$ cat src/design/sxd_pkg.sv
package sxd_pkg;

   localparam int ROW_W   = 64;
   localparam int COORD_W = 6;
   localparam int SPR_W   = 8;
   localparam int OFF_W   = 4;

   localparam logic OP_DRAW = 1'b0;
   localparam logic OP_READ = 1'b1;

   typedef struct packed {
      logic             operation;
      logic [7:0]       x_pos;
      logic [7:0]       y_pos;
      logic [OFF_W-1:0] row_offset;
      logic [SPR_W-1:0] sprite_byte;
   } req_type;

   typedef struct packed {
      logic             collision;
      logic [ROW_W-1:0] row_bits;
   } rsp_type;

   // commands from the controller to the datapath
   typedef struct packed {
      logic capture;
      logic fetch;
      logic commit;
   } cmd_type;

   // remainder of an 8-bit value by a divisor of 8 to 64, quotient below 32
   function automatic logic [COORD_W-1:0] mod_small(logic [7:0] value, logic [6:0] divisor);
      logic [11:0] rem;
      logic [11:0] step;
      rem = {4'd0, value};
      for (int k = 4; k >= 0; k--) begin
         step = {5'd0, divisor} << k;
         if (rem >= step) begin
            rem = rem - step;
         end
      end
      return rem[COORD_W-1:0];
   endfunction

endpackage

$ cat src/design/sxd_ram.sv
module sxd_ram #(
   parameter int WIDTH = 64,
   parameter int DEPTH = 32
) (
   input  logic                     clock,
   input  logic                     wr_en,
   input  logic [$clog2(DEPTH)-1:0] wr_addr,
   input  logic [WIDTH-1:0]         wr_data,
   input  logic                     rd_en,
   input  logic [$clog2(DEPTH)-1:0] rd_addr,
   output logic [WIDTH-1:0]         rd_data
);

   logic [WIDTH-1:0] mem_ff [DEPTH];
   logic [WIDTH-1:0] rd_data_ff;

   always_ff @(posedge clock) begin
      if (wr_en) begin
         mem_ff[wr_addr] <= wr_data;
      end
      if (rd_en) begin
         rd_data_ff <= mem_ff[rd_addr];
      end
   end

   assign rd_data = rd_data_ff;

endmodule

$ cat src/design/sxd_ctrl.sv
module sxd_ctrl (
   input  logic             clock,
   input  logic             reset,
   input  logic             req_valid,
   output logic             req_ready,
   output logic             rsp_valid,
   input  logic             rsp_ready,
   output sxd_pkg::cmd_type cmd
);

   import sxd_pkg::*;

   localparam logic [1:0] ST_IDLE  = 2'd0;
   localparam logic [1:0] ST_FETCH = 2'd1;
   localparam logic [1:0] ST_EXEC  = 2'd2;

   logic [1:0] state_ff;
   logic [1:0] state_in;
   logic       rsp_valid_ff;
   logic       rsp_valid_in;
   logic       out_free;

   // output register is free when empty or being drained this cycle
   assign out_free = !rsp_valid_ff || rsp_ready;

   always_comb begin
      state_in     = state_ff;
      cmd          = '0;
      rsp_valid_in = rsp_valid_ff && !rsp_ready;
      unique case (state_ff)
         ST_IDLE: begin
            if (req_valid) begin
               cmd.capture = 1'b1;
               state_in    = ST_FETCH;
            end
         end
         ST_FETCH: begin
            cmd.fetch = 1'b1;
            state_in  = ST_EXEC;
         end
         ST_EXEC: begin
            if (out_free) begin
               cmd.commit   = 1'b1;
               rsp_valid_in = 1'b1;
               state_in     = ST_IDLE;
            end
         end
         default: begin
            state_in = ST_IDLE;
         end
      endcase
   end

   always_ff @(posedge clock) begin
      if (reset) begin
         state_ff     <= ST_IDLE;
         rsp_valid_ff <= 1'b0;
      end else begin
         state_ff     <= state_in;
         rsp_valid_ff <= rsp_valid_in;
      end
   end

   assign req_ready = (state_ff == ST_IDLE);
   assign rsp_valid = rsp_valid_ff;

endmodule

$ cat src/design/sxd_datapath.sv
module sxd_datapath #(
   parameter int SCREEN_W = 64,
   parameter int SCREEN_H = 32
) (
   input  logic             clock,
   input  logic             reset,
   input  sxd_pkg::cmd_type cmd,
   input  sxd_pkg::req_type req_data,
   output sxd_pkg::rsp_type rsp_data
);

   import sxd_pkg::*;

   localparam int AW   = $clog2(SCREEN_H);
   localparam int TY_W = COORD_W + 1;
   localparam logic [ROW_W-1:0] VISIBLE_MASK = ~{ROW_W{1'b0}} << (ROW_W - SCREEN_W);

   logic               op_ff,       op_in;
   logic [COORD_W-1:0] x_ff,        x_in;
   logic [COORD_W-1:0] y_ff,        y_in;
   logic [OFF_W-1:0]   off_ff,      off_in;
   logic [SPR_W-1:0]   spr_ff,      spr_in;
   logic               in_range_ff, in_range_in;
   logic               rd_valid_ff, rd_valid_in;
   logic [AW-1:0]      wr_addr_ff,  wr_addr_in;
   logic               hit_ff,      hit_in;
   logic [SCREEN_H-1:0] valid_ff,   valid_in;
   rsp_type            rsp_ff,      rsp_in;

   logic [TY_W-1:0]  ty;
   logic             ty_in_range;
   logic [AW-1:0]    rd_addr;
   logic [ROW_W-1:0] ram_q;
   logic [ROW_W-1:0] old_row;
   logic [ROW_W-1:0] mask;
   logic [ROW_W-1:0] new_row;
   logic [ROW_W-1:0] row_out;
   logic             hit_next;
   logic             do_write;

   // target row of a draw, can run past the bottom edge
   assign ty          = {1'b0, y_ff} + {{(TY_W - OFF_W){1'b0}}, off_ff};
   assign ty_in_range = ty < TY_W'(SCREEN_H);
   assign rd_addr     = (op_ff == OP_READ) ? y_ff[AW-1:0] : ty[AW-1:0];

   // sprite placed at column x, bit 63 is column 0
   assign mask    = (({{(ROW_W - SPR_W){1'b0}}, spr_ff} << (ROW_W - SPR_W)) >> x_ff)
                    & VISIBLE_MASK;
   assign old_row = rd_valid_ff ? ram_q : '0;
   assign new_row = old_row ^ mask;
   assign do_write = cmd.commit && (op_ff == OP_DRAW) && in_range_ff;

   always_comb begin
      if (op_ff == OP_READ) begin
         hit_next = hit_ff;
         row_out  = old_row;
      end else begin
         hit_next = ((off_ff == '0) ? 1'b0 : hit_ff) | (in_range_ff & (|(old_row & mask)));
         row_out  = in_range_ff ? new_row : '0;
      end
   end

   always_comb begin
      op_in       = op_ff;
      x_in        = x_ff;
      y_in        = y_ff;
      off_in      = off_ff;
      spr_in      = spr_ff;
      in_range_in = in_range_ff;
      rd_valid_in = rd_valid_ff;
      wr_addr_in  = wr_addr_ff;
      hit_in      = hit_ff;
      valid_in    = valid_ff;
      rsp_in      = rsp_ff;
      if (cmd.capture) begin
         op_in  = req_data.operation;
         x_in   = mod_small(req_data.x_pos, 7'(SCREEN_W));
         y_in   = mod_small(req_data.y_pos, 7'(SCREEN_H));
         off_in = req_data.row_offset;
         spr_in = req_data.sprite_byte;
      end
      if (cmd.fetch) begin
         in_range_in = ty_in_range;
         rd_valid_in = valid_ff[rd_addr];
         wr_addr_in  = rd_addr;
      end
      if (cmd.commit) begin
         hit_in           = hit_next;
         rsp_in.collision = hit_next;
         rsp_in.row_bits  = row_out;
      end
      if (do_write) begin
         valid_in[wr_addr_ff] = 1'b1;
      end
   end

   always_ff @(posedge clock) begin
      if (reset) begin
         hit_ff   <= 1'b0;
         valid_ff <= '0;
      end else begin
         hit_ff   <= hit_in;
         valid_ff <= valid_in;
      end
   end

   always_ff @(posedge clock) begin
      op_ff       <= op_in;
      x_ff        <= x_in;
      y_ff        <= y_in;
      off_ff      <= off_in;
      spr_ff      <= spr_in;
      in_range_ff <= in_range_in;
      rd_valid_ff <= rd_valid_in;
      wr_addr_ff  <= wr_addr_in;
      rsp_ff      <= rsp_in;
   end

   sxd_ram #(
      .WIDTH (ROW_W),
      .DEPTH (SCREEN_H)
   ) u_frame_ram (
      .clock   (clock),
      .wr_en   (do_write),
      .wr_addr (wr_addr_ff),
      .wr_data (new_row),
      .rd_en   (cmd.fetch),
      .rd_addr (rd_addr),
      .rd_data (ram_q)
   );

   assign rsp_data = rsp_ff;

endmodule

$ cat src/design/sprite_xor_draw_framebuffer.sv
// sprite xor-draw framebuffer: a SCREEN_W x SCREEN_H one-bit screen held as one 64-bit
// word per row, bit 63 leftmost. a draw transaction xors an 8-pixel sprite row in at
// column x mod SCREEN_W, row (y mod SCREEN_H) + row_offset, clipping at the right and
// bottom edges, and returns the updated row and the collision flag (cleared when
// row_offset is zero, set when a lit pixel goes dark). a read transaction returns row
// y mod SCREEN_H and the current flag. every transaction gives exactly one response.
// one transaction goes through capture and coordinate reduction in the accepting cycle,
// then the framebuffer ram read, then update and write-back into the output register;
// the update waits while the output register still holds an unaccepted response.
// a new request is taken in the cycle after the previous response is loaded, so the
// block takes no new transaction before the last one is through, as capture and the
// registered read of the row ram come first. a response left waiting on rsp_ready holds
// the block only when the next result is ready to be loaded. the screen is blank right
// after reset: each row has a valid bit, so there is no clearing pass.
module sprite_xor_draw_framebuffer #(
   parameter int SCREEN_W = 64,
   parameter int SCREEN_H = 32
) (
   input  logic             clock,
   input  logic             reset,
   input  logic             req_valid,
   output logic             req_ready,
   input  sxd_pkg::req_type req_data,
   output logic             rsp_valid,
   input  logic             rsp_ready,
   output sxd_pkg::rsp_type rsp_data
);

   import sxd_pkg::*;

   // command bundle: capture, ram read, commit
   cmd_type cmd;

   // sequencing and output handshake
   sxd_ctrl u_ctrl (
      .clock     (clock),
      .reset     (reset),
      .req_valid (req_valid),
      .req_ready (req_ready),
      .rsp_valid (rsp_valid),
      .rsp_ready (rsp_ready),
      .cmd       (cmd)
   );

   // coordinates, row ram, xor and collision, response register
   sxd_datapath #(
      .SCREEN_W (SCREEN_W),
      .SCREEN_H (SCREEN_H)
   ) u_datapath (
      .clock    (clock),
      .reset    (reset),
      .cmd      (cmd),
      .req_data (req_data),
      .rsp_data (rsp_data)
   );

endmodule

$ cat config.mk
export PLATFORM = sky130hd
export DESIGN_NAME = sprite_xor_draw_framebuffer
export DESIGN_NICKNAME = d
export VERILOG_FILES = /design/src/design/sxd_pkg.sv /design/src/design/sxd_ram.sv /design/src/design/sxd_ctrl.sv /design/src/design/sxd_datapath.sv /design/src/design/sprite_xor_draw_framebuffer.sv
export SDC_FILE = /design/constraint.sdc
export NUM_CORES = 2
export LEC_CHECK = 0
export BUFFER_PORTS_ARGS = -buffer_cell sky130_fd_sc_hd__buf_2
export CAP_MARGIN = 30
export CORE_ASPECT_RATIO = 1.2
export CORE_UTILIZATION = 25
export CTS_BUF_LIST = sky130_fd_sc_hd__clkbuf_8
export CTS_CLUSTER_SIZE = 14
export DETAILED_ROUTE_END_ITERATION = 8
export MAX_ROUTING_LAYER = met4
export PLACE_DENSITY_LB_ADDON = 0.25
export SYNTH_ARGS = -nofsm -noshare
export SYNTH_HDL_FRONTEND = slang
export SYNTH_SLANG_ARGS = --single-unit
export TNS_END_PERCENT = 30
$ cat constraint.sdc
create_clock -name clock -period 9 [get_ports clock]
set_input_delay 0 -clock clock [delete_from_list [all_inputs] [get_ports clock]]
set_output_delay 0 -clock clock [all_outputs]
set_load 0.05 [all_outputs]
Word level (Yosys, flattened, before mapping). Memory sizes are Yosys's and may differ from the RTL's. A register that Yosys moved wholly into a read port is not among the register bits. Cells that the tools add are included.

Word-level logic and storage cells: 82. Memories kept: 1. Register bits after elaboration: 133. Output and inout bits: 67. RAM bits: 2048. Bits of input ports: 33.

Memory list: u_datapath.u_frame_ram.mem_ff (words 32, bits a word 64, rd ports 1, clocked after Yosys merged registers in 1, wr ports 1, RTL line sxd_ram.sv:14) `logic [WIDTH-1:0] mem_ff [DEPTH];`.

Multiplexer cells: 30. Bitwise operators: 6. Order comparisons: 9. Shift operators: 1. Reductions and logical operators: 11. Equal/unequal tests: 4. $add $sub $neg: 6.

Operators by type and width (count): $mux 64 (3); $mux 12 (6); $and 64x64->64 (1); $reduce_or 64->1 (1); $shr 64x6->64 (1); $xor 64x64->64 (1); $or 32x32->32 (1); $ge 12x7->1 const B (2); $sub 8x8->9 const B (2); $ge 8x8->1 const B (2); $mux 1 (13); $ge 12x6->1 const B (1); $lt 5x6->1 const B (2); $mux 6 (2); $sub 12x7->12 const B (1); $add 6x4->7 (1); $lt 7x6->1 const B (1); $pmux 2 s3 (1); $sub 6x1->6 const B (1); $sub 6x6->6 const B (1); $bmux 1 s5 (1); $demux 1 s5 (1); $ge 5x1->1 const B (1); $mux 5 (1); 14 further kinds (19).

Longest topological paths before layout.
Depth in word-level cells: 8. Depth in mapped cells: 14. Mapped depth without buffers: 13.

By module. A second synthesis with hierarchy kept.

Cell total of the unflattened synthesis: 3832. Area total of the unflattened synthesis: 87303.7 sq um.

By module, submodules not included: sxd_ram (sequential area each 63420.8 sq um, area an instance 79605.1 sq um, cells an instance 3097, instances 1); sxd_datapath (sequential area each 3573.4 sq um, area an instance 7559.8 sq um, cells an instance 722, instances 1); sxd_ctrl (sequential area each 60.1 sq um, area an instance 138.9 sq um, cells an instance 13, instances 1).

Worst setup path after synthesis. No wires, ideal clock.

Path kind: register to register. From: register u_ctrl.rsp_valid_ff, in the netlist u_ctrl.rsp_valid. To: memory u_datapath.u_frame_ram.mem_ff[20][0], enable pin. Data required time: 8.514 ns. Buffers on the path: 1. Data arrival time: 7.313 ns. Stages on the path, launching flop included: 7. Library setup time: 0.486 ns. Clock period less this slack: 7.800 ns. Setup slack: 1.200 ns. Cell sequence: dfxtp_1 nor2b_1 nor2_1 nand2_1 or3_1 clkbuf_1 nor2_1.

RTL lines: from (decl) (RTL line sxd_ctrl.sv:19) `logic rsp_valid_ff;`; from (signal assigned) (RTL line sxd_ctrl.sv:60) `rsp_valid_ff <= rsp_valid_in;`; to (decl) (RTL line sxd_ram.sv:14).

Worst setup path after layout.
From: register u_datapath.y_ff[0]. To: register u_datapath.u_frame_ram.rd_data_ff[29], in the netlist u_datapath.u_frame_ram.rd_data[29] (read register of u_datapath.u_frame_ram.mem_ff), data pin.

Cells in the longest elaborated chain, start to end: 2.

RTL lines: from (decl) (RTL line sxd_datapath.sv:20) `logic [COORD_W-1:0] y_ff, y_in;`; from (signal assigned) (RTL line sxd_datapath.sv:110) `y_ff <= y_in;`; $add 6x4->7 (RTL line sxd_datapath.sv:42) `assign ty = {1'b0, y_ff} + {{(TY_W - OFF_W){1'b0}}, off_ff};`; $mux 5 (*) (RTL line sxd_datapath.sv:44) `assign rd_addr = (op_ff == OP_READ) ? y_ff[AW-1:0] : ty[AW-1:0];`; to (decl) (RTL line sxd_ram.sv:15) `logic [WIDTH-1:0] rd_data_ff;`.

Every way passes the cells marked *; elsewhere a longest branch is shown, timed or not. A chain may end at the register's enable or synchronous reset.

==> impl_metrics.toml <==
[clock_tree]
post-cts-setup-buffers = 0
cts_buffer_depth = 4
insertion_delay_ps = 1020
cts_buffers = 369
clk_pin_slew_ps = 60
htree_levels = 5
cts_root_buf = "clkbuf_8"
clkSinkCount = 2245
cts_tree = "done"

[setup_path]
cp.required_ps = 9690
path_class = "flip-flop to flip-flop"
worstSetupStartpointType = "flip-flop"
slowest_stage = "buf_4"
worstPathArrival_ps = 5860
worst_path_dominant_cell_family = "buffers and inverters"
critPathCaptureType = "flip-flop"
path_max_fanout = 101
crit_chain = "buf_4, ha_4, fa_2, xor2_2, buf_8, o21ai_4, buf_12, inv_6, buf_4, a21oi_1, a22o_1, o221ai_1, o221ai_1"
critical_path_buf_inv_count = 5
max_stage_delay_ps = 800

[synthesis]
netlist_instances = 7029
synth.most_common_cell = "edfxtp_1"
ys_ff_latch = 2245
synth_cell_types = 81
synth_ff_type = "edfxtp_1"
ys_warn_count = 0
ys_seq_area_frac = 0.7113
synth_edf_count = 2209
synth_top_cell_by_area = "edfxtp_1"
yosysTopAreaCellShare = 0.7037
synth_common_cells = "2209 x edfxtp_1, 650 x nor2_1, 626 x o21ai_0"
syn_avg_cell_area_um2 = 13.41
yosys-top-cells-area = "edfxtp_1 70%, o21ai_0 3.3%, nor2_1 2.6%"
async_flop_share = 0
netlist_area_um2 = 94270

[route]
firstDrtPassIters = 6
postRouteAntennaNets = 0
num_vias = 65770
drtIter0Drc = 7881
drc = 0
wl_per_cell_um = 29.15
routed_wl_mm = 364.1
vias_per_cell = 5.265

[die]
dieHeight_um = 674.7
core_area_um2 = 374600
start_util = 0.2517
fp-row-count = 246
die_area_um2 = 379500
ios = 100
die_w_um = 562.6

[placed_design]
dp.cells = 11750
dpl.hpwl_mm = 194.2
numPortBuffers = 96
pre_cts_slack_ps = 3912
gp_congestion = 0.8366

[sta]
tightest_slew_ps = 1124
relSlewSlack = 0.2510
setup_viol = 0
timing.hold.ws_ps = 95.76
hold_viol = 0
layout_setup_ws_ps = 3829
clock.fmax_ghz = 0.1934
fin_crit_sh = 0.5745
fin_skew_ps = 110.6
tns_ps = 0
period_minus_slack_ps = 5171
slew_violations = 0
grt_setup_unrepaired = "no"

[power]
ir_worst_vdd_mv = 0.1222
p_sw_frac = 0.2881
p_comb_frac = 0.147
p_leak_nw = 34.90
p_clk_frac = 0.357
finalPower_mw = 23.86
powerDensity_nw_per_um2 = 218.6
p_int_mw = 16.99
p_seq_frac = 0.496
power_switching_mw = 6.873

[grt]
grt_pass1_wl_mm = 500.6
grt_pass1_vias = 63170
grt-ovfl-total = 0
grt_antenna_before_repair = 22
track_usage = 0.1907
grt_max_degree = 145

[layout]
syn2layout_area_growth_pct = 15.79
nNetsFinal = 7343
n_fill_cell = 37670
instances_no_fill = 12490
drive_above_1_share = 0.1163

[min_path]
min_path_type = "primary input to flip-flop"

[flow_run]
cap_violations = 0

[run_status]
outcome = "completed"
sequential cells by signal, summed over array words and instances, names as in the netlist:
register / cells
u_ctrl.rsp_valid: 1
u_ctrl.state_ff: 2
u_datapath.hit_ff: 1
u_datapath.in_range_ff: 1
u_datapath.off_ff: 4
u_datapath.op_ff: 1
u_datapath.rd_valid_ff: 1
u_datapath.rsp_data: 65
u_datapath.spr_ff: 8
u_datapath.u_frame_ram.mem_ff: 2048
u_datapath.u_frame_ram.rd_data: 64
u_datapath.valid_ff: 32
u_datapath.wr_addr_ff: 5
u_datapath.x_ff: 6
u_datapath.y_ff: 6
power groups by stage:
stage          Combinational (mW)  Sequential [mW]  Clock, mW
2_1_floorplan                1.93             12.1          0
3_3_place_gp                 3.30             12.1          0
3_5_place_dp                 3.38             12.1          0
4_1_cts                      3.41             11.8       8.69
5_1_grt                      3.67             11.8       9.10
6_report                     3.50             11.8       8.52
cell usage in the layout, fill, tap and decap left out, drive strengths merged, types with 40 or more instances in the layout:
cell | synthesis | layout
nand4b | 40 | 40
clkinv | 0 | 144
ha | 73 | 73
a221oi | 43 | 43
and2 | 151 | 151
inv | 19 | 130
o211ai | 112 | 112
o22ai | 240 | 240
a32oi | 107 | 107
nor2 | 650 | 650
a311oi | 94 | 94
buf | 186 | 316
a21oi | 381 | 381
clkbuf | 354 | 377
o311ai | 41 | 41
mux2i | 193 | 193
nand3 | 173 | 173
o21ai | 629 | 629
nand2 | 489 | 489
nor2b | 180 | 180
nor3 | 193 | 193
dlygate4sd3 | 0 | 56
edfxtp | 2209 | 2209
o22a | 45 | 45
a22o | 67 | 67
cell families (layout without fill, tap and decap cells):
family | count (synthesis) | count (layout) | share of synthesized area
adder cells (fa/ha/maj) | 74 | 74 | 0.009901
multiplexers | 202 | 202 | 0.02206
XOR/XNOR | 3 | 3 | 0.0003584
other | 1 | 20 | 0.00003978
buffers and inverters | 559 | 1042 | 0.02454
AND/OR/NAND/NOR | 1973 | 1973 | 0.09714
flip-flops | 2245 | 2245 | 0.7113
AO/OA/AOI/OAI | 1972 | 1972 | 0.1347
repair_timing:
| action | in CTS | in global routing |
|---|---|---|
| hold buffers | 56 | 0 |
| gates resized for setup | 0 | 0 |
| hold endpoints to repair | 113 | 0 |
layer usage:
layer,up-vias,track usage,share of wire
met5,-,-,0
met4,0,0.07632,0.044
met3,784,0.02723,0.075
met2,3405,0.3114,0.48
met1,33860,0.2376,0.40
li1,27730,-,-
metrics by stage:
step / utilization / area (um^2)
2_1_floorplan: - / 94280
3_3_place_gp: 0.2690 / 100800
3_5_place_dp: 0.2707 / 101400
4_1_cts: 0.2901 / 108700
5_1_grt: 0.2914 / 109100
6_report: 0.2914 / 109200
path summary, 6_finish.rpt:
path,cells past startpoint,start,to,slack (ps)
max,13,u_datapath.y_ff[0],u_datapath.u_frame_ram.rd_data[29],3830
min,5,rsp_ready,u_datapath.hit_ff,100
max reg2reg,13,u_datapath.y_ff[0],u_datapath.u_frame_ram.rd_data[29],3830
min reg2reg,2,u_datapath.valid_ff[0],u_datapath.valid_ff[0],470
layout make-up:
cell class	count	area [um^2]	area share
multi-input cells	4229	25350	0.2322
flip-flops and latches	2245	67050	0.6143
repair buffers	372	3706	0.03395
diodes	15	37.54	0.0003439
clock inverters	274	1505	0.01379
clock buffers	377	5189	0.04753
well taps	4960	6206	0.05685
inverters	19	108.9	0.0009972
worst min-delay path, cell delays in order:
cell and delay, ps:
dlygate4sd3_1 580, buf_2 130, nor2b_1 70, nor3_1 180, nor3_1 60
Note: power is estimated with default switching activity, not from simulation.
